--- src/rtl/pdav_pkg.sv ---
package pdav_pkg;

    // adler-32 modulus
    localparam logic [16:0] ADLER_MOD = 17'd65521;

    // config port
    localparam int          ADDR_W         = 2;
    localparam logic [1:0]  ADDR_FLAG_BIT  = 2'd0;

    // result kind codes
    localparam logic KIND_PAYLOAD = 1'b0;
    localparam logic KIND_SUMMARY = 1'b1;

    // classified byte handed from front to back
    typedef struct packed {
        logic [7:0] data_byte;
        logic       last;
        logic       payload;
        logic [3:0] hdr_idx;
        logic       short_end;
    } t_cmd;

    // one result item
    typedef struct packed {
        logic        kind;
        logic [7:0]  payload_byte;
        logic [31:0] packet_id;
        logic [15:0] error_code;
        logic [15:0] flag_word;
        logic [31:0] checksum_received;
        logic [31:0] checksum_computed;
        logic        legal;
        logic [15:0] payload_length;
        logic        short_packet;
        logic        end_of_run;
    } t_result;

endpackage

--- src/rtl/pdav_fifo.sv ---
module pdav_fifo #(
    parameter int WIDTH = 8,
    parameter int DEPTH = 4
) (
    input  logic             i_clk,
    input  logic             i_rst_n,
    input  logic             i_push,
    input  logic [WIDTH-1:0] i_data,
    output logic             o_full,
    input  logic             i_pop,
    output logic [WIDTH-1:0] o_data,
    output logic             o_empty
);

    localparam int AW = (DEPTH > 1) ? $clog2(DEPTH) : 1;

    logic [WIDTH-1:0] r_mem [DEPTH];
    logic [AW-1:0]    r_wr_ptr, n_wr_ptr;
    logic [AW-1:0]    r_rd_ptr, n_rd_ptr;
    logic [AW:0]      r_count, n_count;
    logic             do_push, do_pop;

    assign o_full  = (r_count == (AW+1)'(DEPTH));
    assign o_empty = (r_count == '0);
    assign do_push = i_push && !o_full;
    assign do_pop  = i_pop && !o_empty;
    assign o_data  = r_mem[r_rd_ptr];

    // pointer and fill count update
    always_comb begin
        n_wr_ptr = r_wr_ptr;
        n_rd_ptr = r_rd_ptr;
        n_count  = r_count;
        if (do_push) begin
            n_wr_ptr = (r_wr_ptr == AW'(DEPTH-1)) ? '0 : r_wr_ptr + 1'b1;
        end
        if (do_pop) begin
            n_rd_ptr = (r_rd_ptr == AW'(DEPTH-1)) ? '0 : r_rd_ptr + 1'b1;
        end
        if (do_push && !do_pop) begin
            n_count = r_count + 1'b1;
        end else if (do_pop && !do_push) begin
            n_count = r_count - 1'b1;
        end
    end

    always_ff @(posedge i_clk) begin
        if (!i_rst_n) begin
            r_wr_ptr <= '0;
            r_rd_ptr <= '0;
            r_count  <= '0;
        end else begin
            r_wr_ptr <= n_wr_ptr;
            r_rd_ptr <= n_rd_ptr;
            r_count  <= n_count;
        end
    end

    // storage, no reset
    always_ff @(posedge i_clk) begin
        if (do_push) begin
            r_mem[r_wr_ptr] <= i_data;
        end
    end

endmodule

--- src/rtl/pdav_front.sv ---
module pdav_front #(
    parameter int HDR_LEN = 12
) (
    input  logic          i_clk,
    input  logic          i_rst_n,
    input  logic          i_push,
    input  logic [7:0]    i_data_byte,
    input  logic          i_last,
    output logic          o_full,
    output logic          o_cmd_push,
    output pdav_pkg::t_cmd o_cmd,
    input  logic          i_cmd_full
);

    import pdav_pkg::*;

    localparam logic [3:0] HDR_END = 4'(HDR_LEN);

    logic [3:0] r_pos, n_pos;
    logic       accept;
    logic       in_hdr;

    assign o_full     = i_cmd_full;
    assign accept     = i_push && !i_cmd_full;
    assign o_cmd_push = accept;
    assign in_hdr     = (r_pos != HDR_END);

    // classify the incoming byte
    always_comb begin
        o_cmd.data_byte = i_data_byte;
        o_cmd.last      = i_last;
        o_cmd.payload   = !in_hdr;
        o_cmd.hdr_idx   = r_pos;
        o_cmd.short_end = i_last && in_hdr && (r_pos != HDR_END - 4'd1);
    end

    // header position, held at the header end during payload
    always_comb begin
        n_pos = r_pos;
        if (accept) begin
            if (i_last) begin
                n_pos = '0;
            end else if (in_hdr) begin
                n_pos = r_pos + 4'd1;
            end
        end
    end

    always_ff @(posedge i_clk) begin
        if (!i_rst_n) begin
            r_pos <= '0;
        end else begin
            r_pos <= n_pos;
        end
    end

endmodule

--- src/rtl/pdav_back.sv ---
module pdav_back #(
    parameter int ID_BYTES    = 4,
    parameter int ERROR_BYTES = 2,
    parameter int FLAG_BYTES  = 2
) (
    input  logic              i_clk,
    input  logic              i_rst_n,
    input  logic [3:0]        i_flag_bit,
    input  pdav_pkg::t_cmd    i_cmd,
    input  logic              i_cmd_empty,
    output logic              o_cmd_pop,
    output logic              o_res_push,
    output pdav_pkg::t_result o_res,
    input  logic              i_res_full
);

    import pdav_pkg::*;

    localparam logic [3:0] ERR_BASE = 4'(ID_BYTES);
    localparam logic [3:0] FLG_BASE = 4'(ID_BYTES + ERROR_BYTES);
    localparam logic [3:0] SUM_BASE = 4'(ID_BYTES + ERROR_BYTES + FLAG_BYTES);

    logic [3:0][7:0] r_id, n_id;
    logic [1:0][7:0] r_err, n_err;
    logic [1:0][7:0] r_flags, n_flags;
    logic [3:0][7:0] r_stored, n_stored;
    logic [15:0]     r_lo, n_lo;
    logic [15:0]     r_hi, n_hi;
    logic [15:0]     r_count, n_count;
    logic            r_short, n_short;
    logic            r_pend, n_pend;

    logic [16:0]     lo_sum, hi_sum;
    logic [15:0]     lo_new, hi_new;
    logic [3:0]      off;
    logic [31:0]     computed;
    logic [15:0]     err_word;
    logic            want;

    // adler update, two adds each with one conditional subtract
    always_comb begin
        lo_sum = {1'b0, r_lo} + {9'b0, i_cmd.data_byte};
        lo_new = (lo_sum >= ADLER_MOD) ? 16'(lo_sum - ADLER_MOD) : lo_sum[15:0];
        hi_sum = {1'b0, r_hi} + {1'b0, lo_new};
        hi_new = (hi_sum >= ADLER_MOD) ? 16'(hi_sum - ADLER_MOD) : hi_sum[15:0];
    end

    // summary fields from the packet state
    always_comb begin
        computed = {r_hi, r_lo};
        want     = r_flags[i_flag_bit[3]][i_flag_bit[2:0]];
        if (ERROR_BYTES < 2) begin
            err_word = {{8{r_err[0][7]}}, r_err[0]};
        end else begin
            err_word = r_err;
        end
    end

    // sequencing: one command a cycle if queues allow; pending summary first
    always_comb begin
        n_id       = r_id;
        n_err      = r_err;
        n_flags    = r_flags;
        n_stored   = r_stored;
        n_lo       = r_lo;
        n_hi       = r_hi;
        n_count    = r_count;
        n_short    = r_short;
        n_pend     = r_pend;
        o_cmd_pop  = 1'b0;
        o_res_push = 1'b0;
        off        = '0;
        o_res      = '0;

        if (r_pend) begin
            if (!i_res_full) begin
                o_res_push              = 1'b1;
                o_res.kind              = KIND_SUMMARY;
                o_res.packet_id         = r_id;
                o_res.error_code        = err_word;
                o_res.flag_word         = r_flags;
                o_res.checksum_received = r_stored;
                o_res.checksum_computed = computed;
                o_res.legal             = !r_short && !(want && (computed != r_stored));
                o_res.payload_length    = r_count;
                o_res.short_packet      = r_short;
                o_res.end_of_run        = 1'b1;
                n_id     = '0;
                n_err    = '0;
                n_flags  = '0;
                n_stored = '0;
                n_lo     = 16'd1;
                n_hi     = '0;
                n_count  = '0;
                n_short  = 1'b0;
                n_pend   = 1'b0;
            end
        end else if (!i_cmd_empty && !i_res_full) begin
            o_cmd_pop = 1'b1;
            if (i_cmd.payload) begin
                n_lo    = lo_new;
                n_hi    = hi_new;
                n_count = (r_count != 16'hFFFF) ? r_count + 16'd1 : r_count;
                o_res_push         = 1'b1;
                o_res.kind         = KIND_PAYLOAD;
                o_res.payload_byte = i_cmd.data_byte;
                o_res.end_of_run   = !i_cmd.last;
            end else begin
                priority if (i_cmd.hdr_idx < ERR_BASE) begin
                    off = i_cmd.hdr_idx;
                    n_id[off[1:0]] = i_cmd.data_byte;
                end else if (i_cmd.hdr_idx < FLG_BASE) begin
                    off = i_cmd.hdr_idx - ERR_BASE;
                    n_err[off[0]] = i_cmd.data_byte;
                end else if (i_cmd.hdr_idx < SUM_BASE) begin
                    off = i_cmd.hdr_idx - FLG_BASE;
                    n_flags[off[0]] = i_cmd.data_byte;
                end else begin
                    off = i_cmd.hdr_idx - SUM_BASE;
                    n_stored[off[1:0]] = i_cmd.data_byte;
                end
            end
            if (i_cmd.last) begin
                n_pend  = 1'b1;
                n_short = i_cmd.short_end;
            end
        end
    end

    always_ff @(posedge i_clk) begin
        if (!i_rst_n) begin
            r_id     <= '0;
            r_err    <= '0;
            r_flags  <= '0;
            r_stored <= '0;
            r_lo     <= 16'd1;
            r_hi     <= '0;
            r_count  <= '0;
            r_short  <= 1'b0;
            r_pend   <= 1'b0;
        end else begin
            r_id     <= n_id;
            r_err    <= n_err;
            r_flags  <= n_flags;
            r_stored <= n_stored;
            r_lo     <= n_lo;
            r_hi     <= n_hi;
            r_count  <= n_count;
            r_short  <= n_short;
            r_pend   <= n_pend;
        end
    end

endmodule

--- src/rtl/packet_deframe_adler_verify.sv ---
// channel   direction  handshake            payload
// ------------------------------------------------------------------------------
// input     in         push / full          i_data_byte, i_last
// result    out        empty / pop          o_kind .. o_end_of_run (11 fields)
// config    in         psel/penable/pwrite  paddr, pwdata, prdata, pready
//
// the back end handles each byte, header or payload, in turn, and after the last byte of a
// packet it builds the summary item before it takes the next byte.
// reset is synchronous on i_rst_n low; it clears the queues, the packet state and
// the flag bit register. a byte queue and a result queue (four items each) let
// the input side and the result side stall independently; the back end waits
// while the result queue is full.
module packet_deframe_adler_verify #(
    parameter int ID_BYTES       = 4,
    parameter int ERROR_BYTES    = 2,
    parameter int FLAG_BYTES     = 2,
    parameter int CHECKSUM_BYTES = 4
) (
    input  logic                        i_clk,
    input  logic                        i_rst_n,
    input  logic                        push,
    output logic                        full,
    input  logic [7:0]                  i_data_byte,
    input  logic                        i_last,
    output logic                        empty,
    input  logic                        pop,
    output logic                        o_kind,
    output logic [7:0]                  o_payload_byte,
    output logic [31:0]                 o_packet_id,
    output logic signed [15:0]          o_error_code,
    output logic [15:0]                 o_flag_word,
    output logic [31:0]                 o_checksum_received,
    output logic [31:0]                 o_checksum_computed,
    output logic                        o_legal,
    output logic [15:0]                 o_payload_length,
    output logic                        o_short_packet,
    output logic                        o_end_of_run,
    input  logic                        psel,
    input  logic                        penable,
    input  logic                        pwrite,
    input  logic [pdav_pkg::ADDR_W-1:0] paddr,
    input  logic [31:0]                 pwdata,
    output logic [31:0]                 prdata,
    output logic                        pready
);

    import pdav_pkg::*;

    localparam int HDR_LEN   = ID_BYTES + ERROR_BYTES + FLAG_BYTES + CHECKSUM_BYTES;
    localparam int Q_DEPTH   = 4;

    logic [3:0] r_flag_bit, n_flag_bit;
    logic       cfg_wr;

    t_cmd       cmd_in, cmd_out;
    logic       cmd_push, cmd_full, cmd_pop, cmd_empty;
    t_result    res_in, res_out;
    logic       res_push, res_full;

    // config register
    assign pready = 1'b1;
    assign cfg_wr = psel && penable && pwrite && (paddr == ADDR_FLAG_BIT);
    assign n_flag_bit = cfg_wr ? pwdata[3:0] : r_flag_bit;
    assign prdata = (paddr == ADDR_FLAG_BIT) ? {28'b0, r_flag_bit} : 32'b0;

    always_ff @(posedge i_clk) begin
        if (!i_rst_n) begin
            r_flag_bit <= '0;
        end else begin
            r_flag_bit <= n_flag_bit;
        end
    end

    // byte classification
    pdav_front #(
        .HDR_LEN (HDR_LEN)
    ) u_front (
        .i_clk       (i_clk),
        .i_rst_n     (i_rst_n),
        .i_push      (push),
        .i_data_byte (i_data_byte),
        .i_last      (i_last),
        .o_full      (full),
        .o_cmd_push  (cmd_push),
        .o_cmd       (cmd_in),
        .i_cmd_full  (cmd_full)
    );

    // queue between front and back
    pdav_fifo #(
        .WIDTH ($bits(t_cmd)),
        .DEPTH (Q_DEPTH)
    ) u_cmd_q (
        .i_clk   (i_clk),
        .i_rst_n (i_rst_n),
        .i_push  (cmd_push),
        .i_data  (cmd_in),
        .o_full  (cmd_full),
        .i_pop   (cmd_pop),
        .o_data  (cmd_out),
        .o_empty (cmd_empty)
    );

    // header assembly, adler and summary
    pdav_back #(
        .ID_BYTES    (ID_BYTES),
        .ERROR_BYTES (ERROR_BYTES),
        .FLAG_BYTES  (FLAG_BYTES)
    ) u_back (
        .i_clk       (i_clk),
        .i_rst_n     (i_rst_n),
        .i_flag_bit  (r_flag_bit),
        .i_cmd       (cmd_out),
        .i_cmd_empty (cmd_empty),
        .o_cmd_pop   (cmd_pop),
        .o_res_push  (res_push),
        .o_res       (res_in),
        .i_res_full  (res_full)
    );

    // result queue
    pdav_fifo #(
        .WIDTH ($bits(t_result)),
        .DEPTH (Q_DEPTH)
    ) u_res_q (
        .i_clk   (i_clk),
        .i_rst_n (i_rst_n),
        .i_push  (res_push),
        .i_data  (res_in),
        .o_full  (res_full),
        .i_pop   (pop),
        .o_data  (res_out),
        .o_empty (empty)
    );

    // result fields
    assign o_kind              = res_out.kind;
    assign o_payload_byte      = res_out.payload_byte;
    assign o_packet_id         = res_out.packet_id;
    assign o_error_code        = $signed(res_out.error_code);
    assign o_flag_word         = res_out.flag_word;
    assign o_checksum_received = res_out.checksum_received;
    assign o_checksum_computed = res_out.checksum_computed;
    assign o_legal             = res_out.legal;
    assign o_payload_length    = res_out.payload_length;
    assign o_short_packet      = res_out.short_packet;
    assign o_end_of_run        = res_out.end_of_run;

endmodule

--- config.mk ---
export PLATFORM = sky130hd
export DESIGN_NAME = packet_deframe_adler_verify
export DESIGN_NICKNAME = d
export VERILOG_FILES = /design/src/rtl/pdav_pkg.sv /design/src/rtl/pdav_fifo.sv /design/src/rtl/pdav_front.sv /design/src/rtl/pdav_back.sv /design/src/rtl/packet_deframe_adler_verify.sv
export SDC_FILE = /design/constraint.sdc
export NUM_CORES = 1
export LEC_CHECK = 0
export ABC_AREA = 0
export BUFFER_PORTS_ARGS = -buffer_cell sky130_fd_sc_hd__clkbuf_2
export CAP_MARGIN = 25
export CORE_MARGIN = 4
export CORE_UTILIZATION = 65
export DETAILED_ROUTE_END_ITERATION = 10
export GPL_ROUTABILITY_DRIVEN = 0
export PLACE_DENSITY = 0.88
export SLEW_MARGIN = 20
export SYNTH_ARGS = -nofsm -noshare
export SYNTH_HDL_FRONTEND = slang
export SYNTH_SLANG_ARGS = --single-unit
--- constraint.sdc ---
create_clock -name i_clk -period 12.1 [get_ports i_clk]
set_clock_uncertainty 0.1 [all_clocks]
set_input_delay 1.21 -clock i_clk [delete_from_list [all_inputs] [get_ports i_clk]]
set_output_delay 1.21 -clock i_clk [all_outputs]
set_load 0.005 [all_outputs]
Word level (Yosys, flattened, before mapping)

Memories as Yosys holds them, arrays and structs flattened. A register that Yosys moved wholly into a read port is not among the register bits.
Index checks and enable logic that the tools add are counted.

Logic and storage cells: 222
Bits in registers: 168
Output and inout port bits: 191
Bits in writable memories: 684
Input bits: 50
Memories kept: 2

Reductions and logical operators: 54
Multiplexer cells: 94
Add/subtract/negate cells: 17
Equality and inequality tests: 15
Magnitude comparators: 15

Memories:

| memory        | depth | bits a word | read ports | clocked after Yosys merged registers in | wr ports | RTL line        | text |
|---|---|---|---|---|---|---|---|
| u_res_q.r_mem | 4     | 156         | 1          | 1                                       | 1        | pdav_fifo.sv:17 | `logic [WIDTH-1:0] r_mem [DEPTH];` |
| u_cmd_q.r_mem | 4     | 15          | 1          | 1                                       | 1        | pdav_fifo.sv:17 |  |

Operators with widths:

| operator                                                                | count |
|---|---|
| 16-bit two-way mux                                                      | 25 |
| 32-bit two-way mux                                                      | 11 |
| 147-bit two-way mux                                                     | 1 |
| 146-bit two-way mux                                                     | 1 |
| 32-bit bitwise mux                                                      | 2 |
| 8-bit two-way mux                                                       | 8 |
| 17-bit by 16-bit >= comparator with 1-bit output, second input constant | 2 |
| 16-bit bitwise mux                                                      | 2 |
| 8-bit demux with 2-bit select                                           | 2 |
| 32-bit inequality test                                                  | 1 |
| 16-bit subtractor, second input constant                                | 2 |
| 1-bit two-way mux                                                       | 23 |
| 1-bit logical AND                                                       | 21 |
| 2-bit nonzero test                                                      | 10 |
| 16-bit by 16-bit adder with 17-bit output                               | 1 |
| 16-bit by 8-bit adder with 17-bit output                                | 1 |
| 16-bit by 1-bit adder with 16-bit output, second input constant         | 1 |
| 8-bit demux with 1-bit select                                           | 2 |
| 2-bit two-way mux                                                       | 8 |
| 16-bit inequality test, second input constant                           | 1 |
| 1-bit logical NOT                                                       | 12 |
| 3-bit two-way mux                                                       | 4 |
| 4-bit two-way mux                                                       | 3 |
| 6-bit AND reduction                                                     | 2 |
| 26 further kinds                                                        | 49 |

Depth between registers and ports, before layout

Depth after elaboration: 12
Gate-level depth with buffers: 27
Gate-level depth less buffers: 25

By module

A second synthesis with hierarchy kept.

Cell total of the unflattened synthesis: 2,234
Area total of the unflattened synthesis: 36,003.3 µm²

Modules (own cells, without submodules):

| module                      | seq. area each (µm²) | cells an instance | area an instance (µm²) | instances |
|---|---|---|---|---|
| pdav_fifo (u_res_q)         | 18,918.1             | 866               | 23,142.2               | 1 |
| pdav_back                   | 2,922.8              | 1,144             | 9,426.5                | 1 |
| pdav_fifo (u_cmd_q)         | 1,981.9              | 129               | 2,665.1                | 1 |
| packet_deframe_adler_verify | 80.1                 | 55                | 430.4                  | 1 |
| pdav_front                  | 80.1                 | 40                | 339.1                  | 1 |

Worst setup path after synthesis

OpenSTA, ideal clock, no wires.

Path type: register -> register
Start: register (tool-made name)
End: register u_back.r_hi[6]
Buffers on the path: 2
Data required time: 11,873 ps
Setup time: 127 ps
Setup slack: 4,342 ps
Period minus slack after synthesis: 7,758 ps
Cell stages (with the launch flop): 27
Arrival time: 7,531 ps
Path through: dfxtp_1 > clkbuf_1 > buf_1 > mux4_2 > ha_1 > fa_1 > a21o_1 > a21oi_1 > o211ai_1 > and2_0 > xnor2_1 > a2111oi_0 > and3_1 > a21oi_2 > mux2i_1 > inv_1 > ha_1 > a211o_4 > a211o_1 > a311oi_1 > xnor2_1 > nand4_1 > nor4_4 > o211ai_4 > or3_1 > xor2_1 > o21ai_1

RTL lines:

| element              | RTL line         | text |
|---|---|---|
| end signal, assigned | pdav_back.sv:147 | `r_hi <= n_hi;` |
| end, declared        | pdav_back.sv:28  | `logic [15:0] r_hi, n_hi;` |

==> metrics.txt <==
Netlist cell types=77; Hold Path Class=flop to flop; multiplexer area fraction after synthesis=0.116; M1 WL=31,000 um; Post-Synth Simple-Gate Area=0.0951; syn avg cell area=15.2 um^2; RSZ-0062 raised after global routing=no; Initial Utilization=0.661; initial antenna violation count=4; PortBufs=183; critical path type=flop to flop; Synth Warn #=0; layout cells sized above 1=0.207; detailed-route DRC error count=0; I/O pin count=241; cts repair resizes=0; leading area contributor after synthesis=edfxtp_1; min cycle time layout=8.50 ns; Clock Path Buffers=3; DR pass1 iterations=10; HPWL after detailed placement=53,700 um; setup repair bufs after CTS=0; ys async rst share=0; Worst Max-Slew Pin Slew=1.08 ns; Critical Path Sink Type=flop; CP Data Required Time=12.49 ns; antenna viol nets, final=0; largest net degree at the start of global routing=119; vias in the first global route=22,500; Final Hold Fails=0; max layer used=met5; status=complete, no violations; CTS tree=done; post-synthesis cell count=2,351; Final setup violation count=0; Slew HR=0.278; GRT Total Usage=0.304; clk sinks=856; layout net count=2,604; die height=243 um; DR WL met3=9740 um; predominant post-synthesis flop cell=edfxtp_1; cts bufs inserted=82; Power Dens Cells=243 mW/mm^2; Synth-to-Final Area Change=11.3%; Die Wd=243 um; clk_lat worst skew=0.63 ns; Rows=85; sequential share of the synthesized area=0.671; post-synthesis xor/xnor area fraction=0.0216; Final Power=9.68 mW; maximum VDD drop=0.196 mV; Post-synth EDFFs=684; Synth top area share=0.574; final worst-path cycle share=0.703; Max Freq=0.118 GHz; leakage=14.0 nW; first-pass GRT wire length=137,000 um; routed wire length=90,500 um; WL/cell=27.7 um; main combinational cell family by area after synthesis=multiplexers; Core ar.=0.0541 mm^2; cell area after synthesis=0.0358 mm^2; CP max FO=16; critical path launch point type=flop; TNS Setup=0 ns; max-cap violation count=0; #FFs+latches synth=856; DRT iter0 DRCs=3,290; met2 WL=44,900 um; FILL cells=2,873; CTS Root Buffer Type=clkbuf_16; Adder-Cell Fraction of Synth Area=0.0180; routed vias/inst=6.93; via count=22,700; synth top area cells=edfxtp_1, mux4_2, dfxtp_1; crit path DAT=8.89 ns; CTS H-tree lvls=3; grt total ovfl=0; Clk pin slew, worst setup/hold paths=0.06 ns; Slew Limit Fails=0; CTS Hold Buffers Added=0; die area=0.0588 mm^2; complex-gate fraction of the synthesized area=0.0534
-- layout make-up --
cell class                      instances  area, um^2  area share
Antenna cell                            1        2.50   0.0000629
Clock buffer                          118        2330      0.0586
Clock inverter                         34         284     0.00714
Inverter                               38         144     0.00362
Multi-Input combinational cell       1321       11000       0.277
Sequential cell                       856       24000       0.603
Tap cell                              696         871      0.0219
Timing Repair Buffer                  206        1130      0.0285
-- critical path, cell delays in order, from the launching register on --
cell and delay, ns:
dfxtp_1 0.90, mux4_2 0.56, ha_1 0.27, fa_1 0.44, a21o_1 0.17, a21oi_1 0.34
o211ai_1 0.16, and2_0 0.26, xnor2_1 0.17, a2111oi_0 0.61, and3_1 0.34, a21oi_2 0.17
mux2i_1 0.40, inv_1 0.10, ha_1 0.33, a211o_4 0.37, a211o_1 0.32, a311oi_1 0.47
xnor2_1 0.27, nand4_1 0.26, nor4_4 0.57, o211ai_4 0.19, nor3_1 0.25, xor2_1 0.22
o21ai_0 0.12
-- layout by cell type, fill, tap and decap left out, drive strengths merged, types with 10 or more instances in the layout --
cell,count
edfxtp,684
clkbuf,301
nor2,193
mux4,175
dfxtp,172
and3,147
a21oi,100
nand2,91
xnor2,63
nor3,61
o21ai,48
ha,45
and2,42
inv,39
a22oi,33
nand3,31
clkinv,30
conb,29
nand4,26
xor2,25
a31oi,25
nor2b,23
buf,23
mux2i,19
a21o,15
nand2b,12
nor4,12
o21a,11
or3,10
-- state kept, by name, indices dropped and copies added, names as in the netlist, named ones only --
register,flops
u_res_q.r_mem,624
u_res_q.r_count,3
u_cmd_q.r_rd_ptr,2
u_back.r_lo,16
u_back.r_flags,16
r_flag_bit,4
u_cmd_q.r_count,3
u_cmd_q.r_wr_ptr,2
u_back.r_stored,32
u_res_q.r_wr_ptr,2
u_cmd_q.r_mem,60
u_back.r_short,1
u_res_q.r_rd_ptr,2
u_back.r_count,16
u_back.err_word,16
u_back.r_hi,16
u_front.r_pos,4
u_back.r_pend,1
u_back.r_id,32
-- stage by stage --
| step | std cells | hold slack (ns) | cell area, um^2 | setup slack (ns) | util |
|---|---|---|---|---|---|
| 2_1_floorplan | 2378 | 0.348 | 35900 | 4.34 | - |
| 3_3_place_gp | 3113 | 0.361 | 37100 | 3.95 | 0.685 |
| 3_5_place_dp | 3113 | 0.367 | 37100 | 3.80 | 0.685 |
| 4_1_cts | 3265 | 0.399 | 39700 | 3.73 | 0.734 |
| 5_1_grt | 3270 | 0.420 | 39800 | 3.16 | 0.735 |
| 6_report | 3270 | 0.405 | 39800 | 3.60 | 0.735 |
-- per-layer routing --
layer  up-vias  GRT usage
met5         -          0
met4         6      0.131
li1       9319          -
met2      1758      0.509
met3       426     0.0580
met1     11100      0.394
-- where the power goes --
group | internal [mW] | total [mW] | switching [mW]
sequential | 3.75 | 4.02 | 0.273
clock | 1.41 | 2.49 | 1.08
combinational | 1.21 | 3.16 | 1.96
total | 6.36 | 9.68 | 3.31
-- cell families (layout without fill, tap and decap cells) --
kind of cell,count (synthesis),after routing
DFF,856,856
and+or+nand+nor,666,666
AOI/OAI and AO/OA,292,292
buffers and inverters,201,396
muxes,197,197
xor gates and xnor gates,88,88
adders and majority gates,49,49
other,2,30
-- path summary, 6_finish.rpt --
kind	start	to	slack, ns	cells past startpoint
worst max-delay path	flop	u_back.r_hi[14]	3.60	24
worst min-delay path	u_cmd_q.r_rd_ptr[1]	u_cmd_q.r_rd_ptr[1]	0.40	2
worst max register to register	flop	u_back.r_hi[14]	3.60	24
worst min register to register	u_cmd_q.r_rd_ptr[1]	u_cmd_q.r_rd_ptr[1]	0.40	2
-- cell usage after synthesis (all sizes together) (6+ instances only) --
cell    instances
ha             45
buf            52
mux4          175
xnor2          63
o211ai          6
xor2           25
nor4           12
edfxtp        684
clkbuf        111
dfxtp         172
and2           42
a21oi         100
o21a           11
o21ai          48
a31oi          25
nand3          31
nand4          26
inv            36
nor3           61
a21o           15
or3            10
mux2i          19
o31ai           6
nor2b          23
nand2          91
nor2          193
or2             6
a22oi          33
nand2b         12
and3          147
a211oi          6
Note: power is estimated with default switching activity, not from simulation.
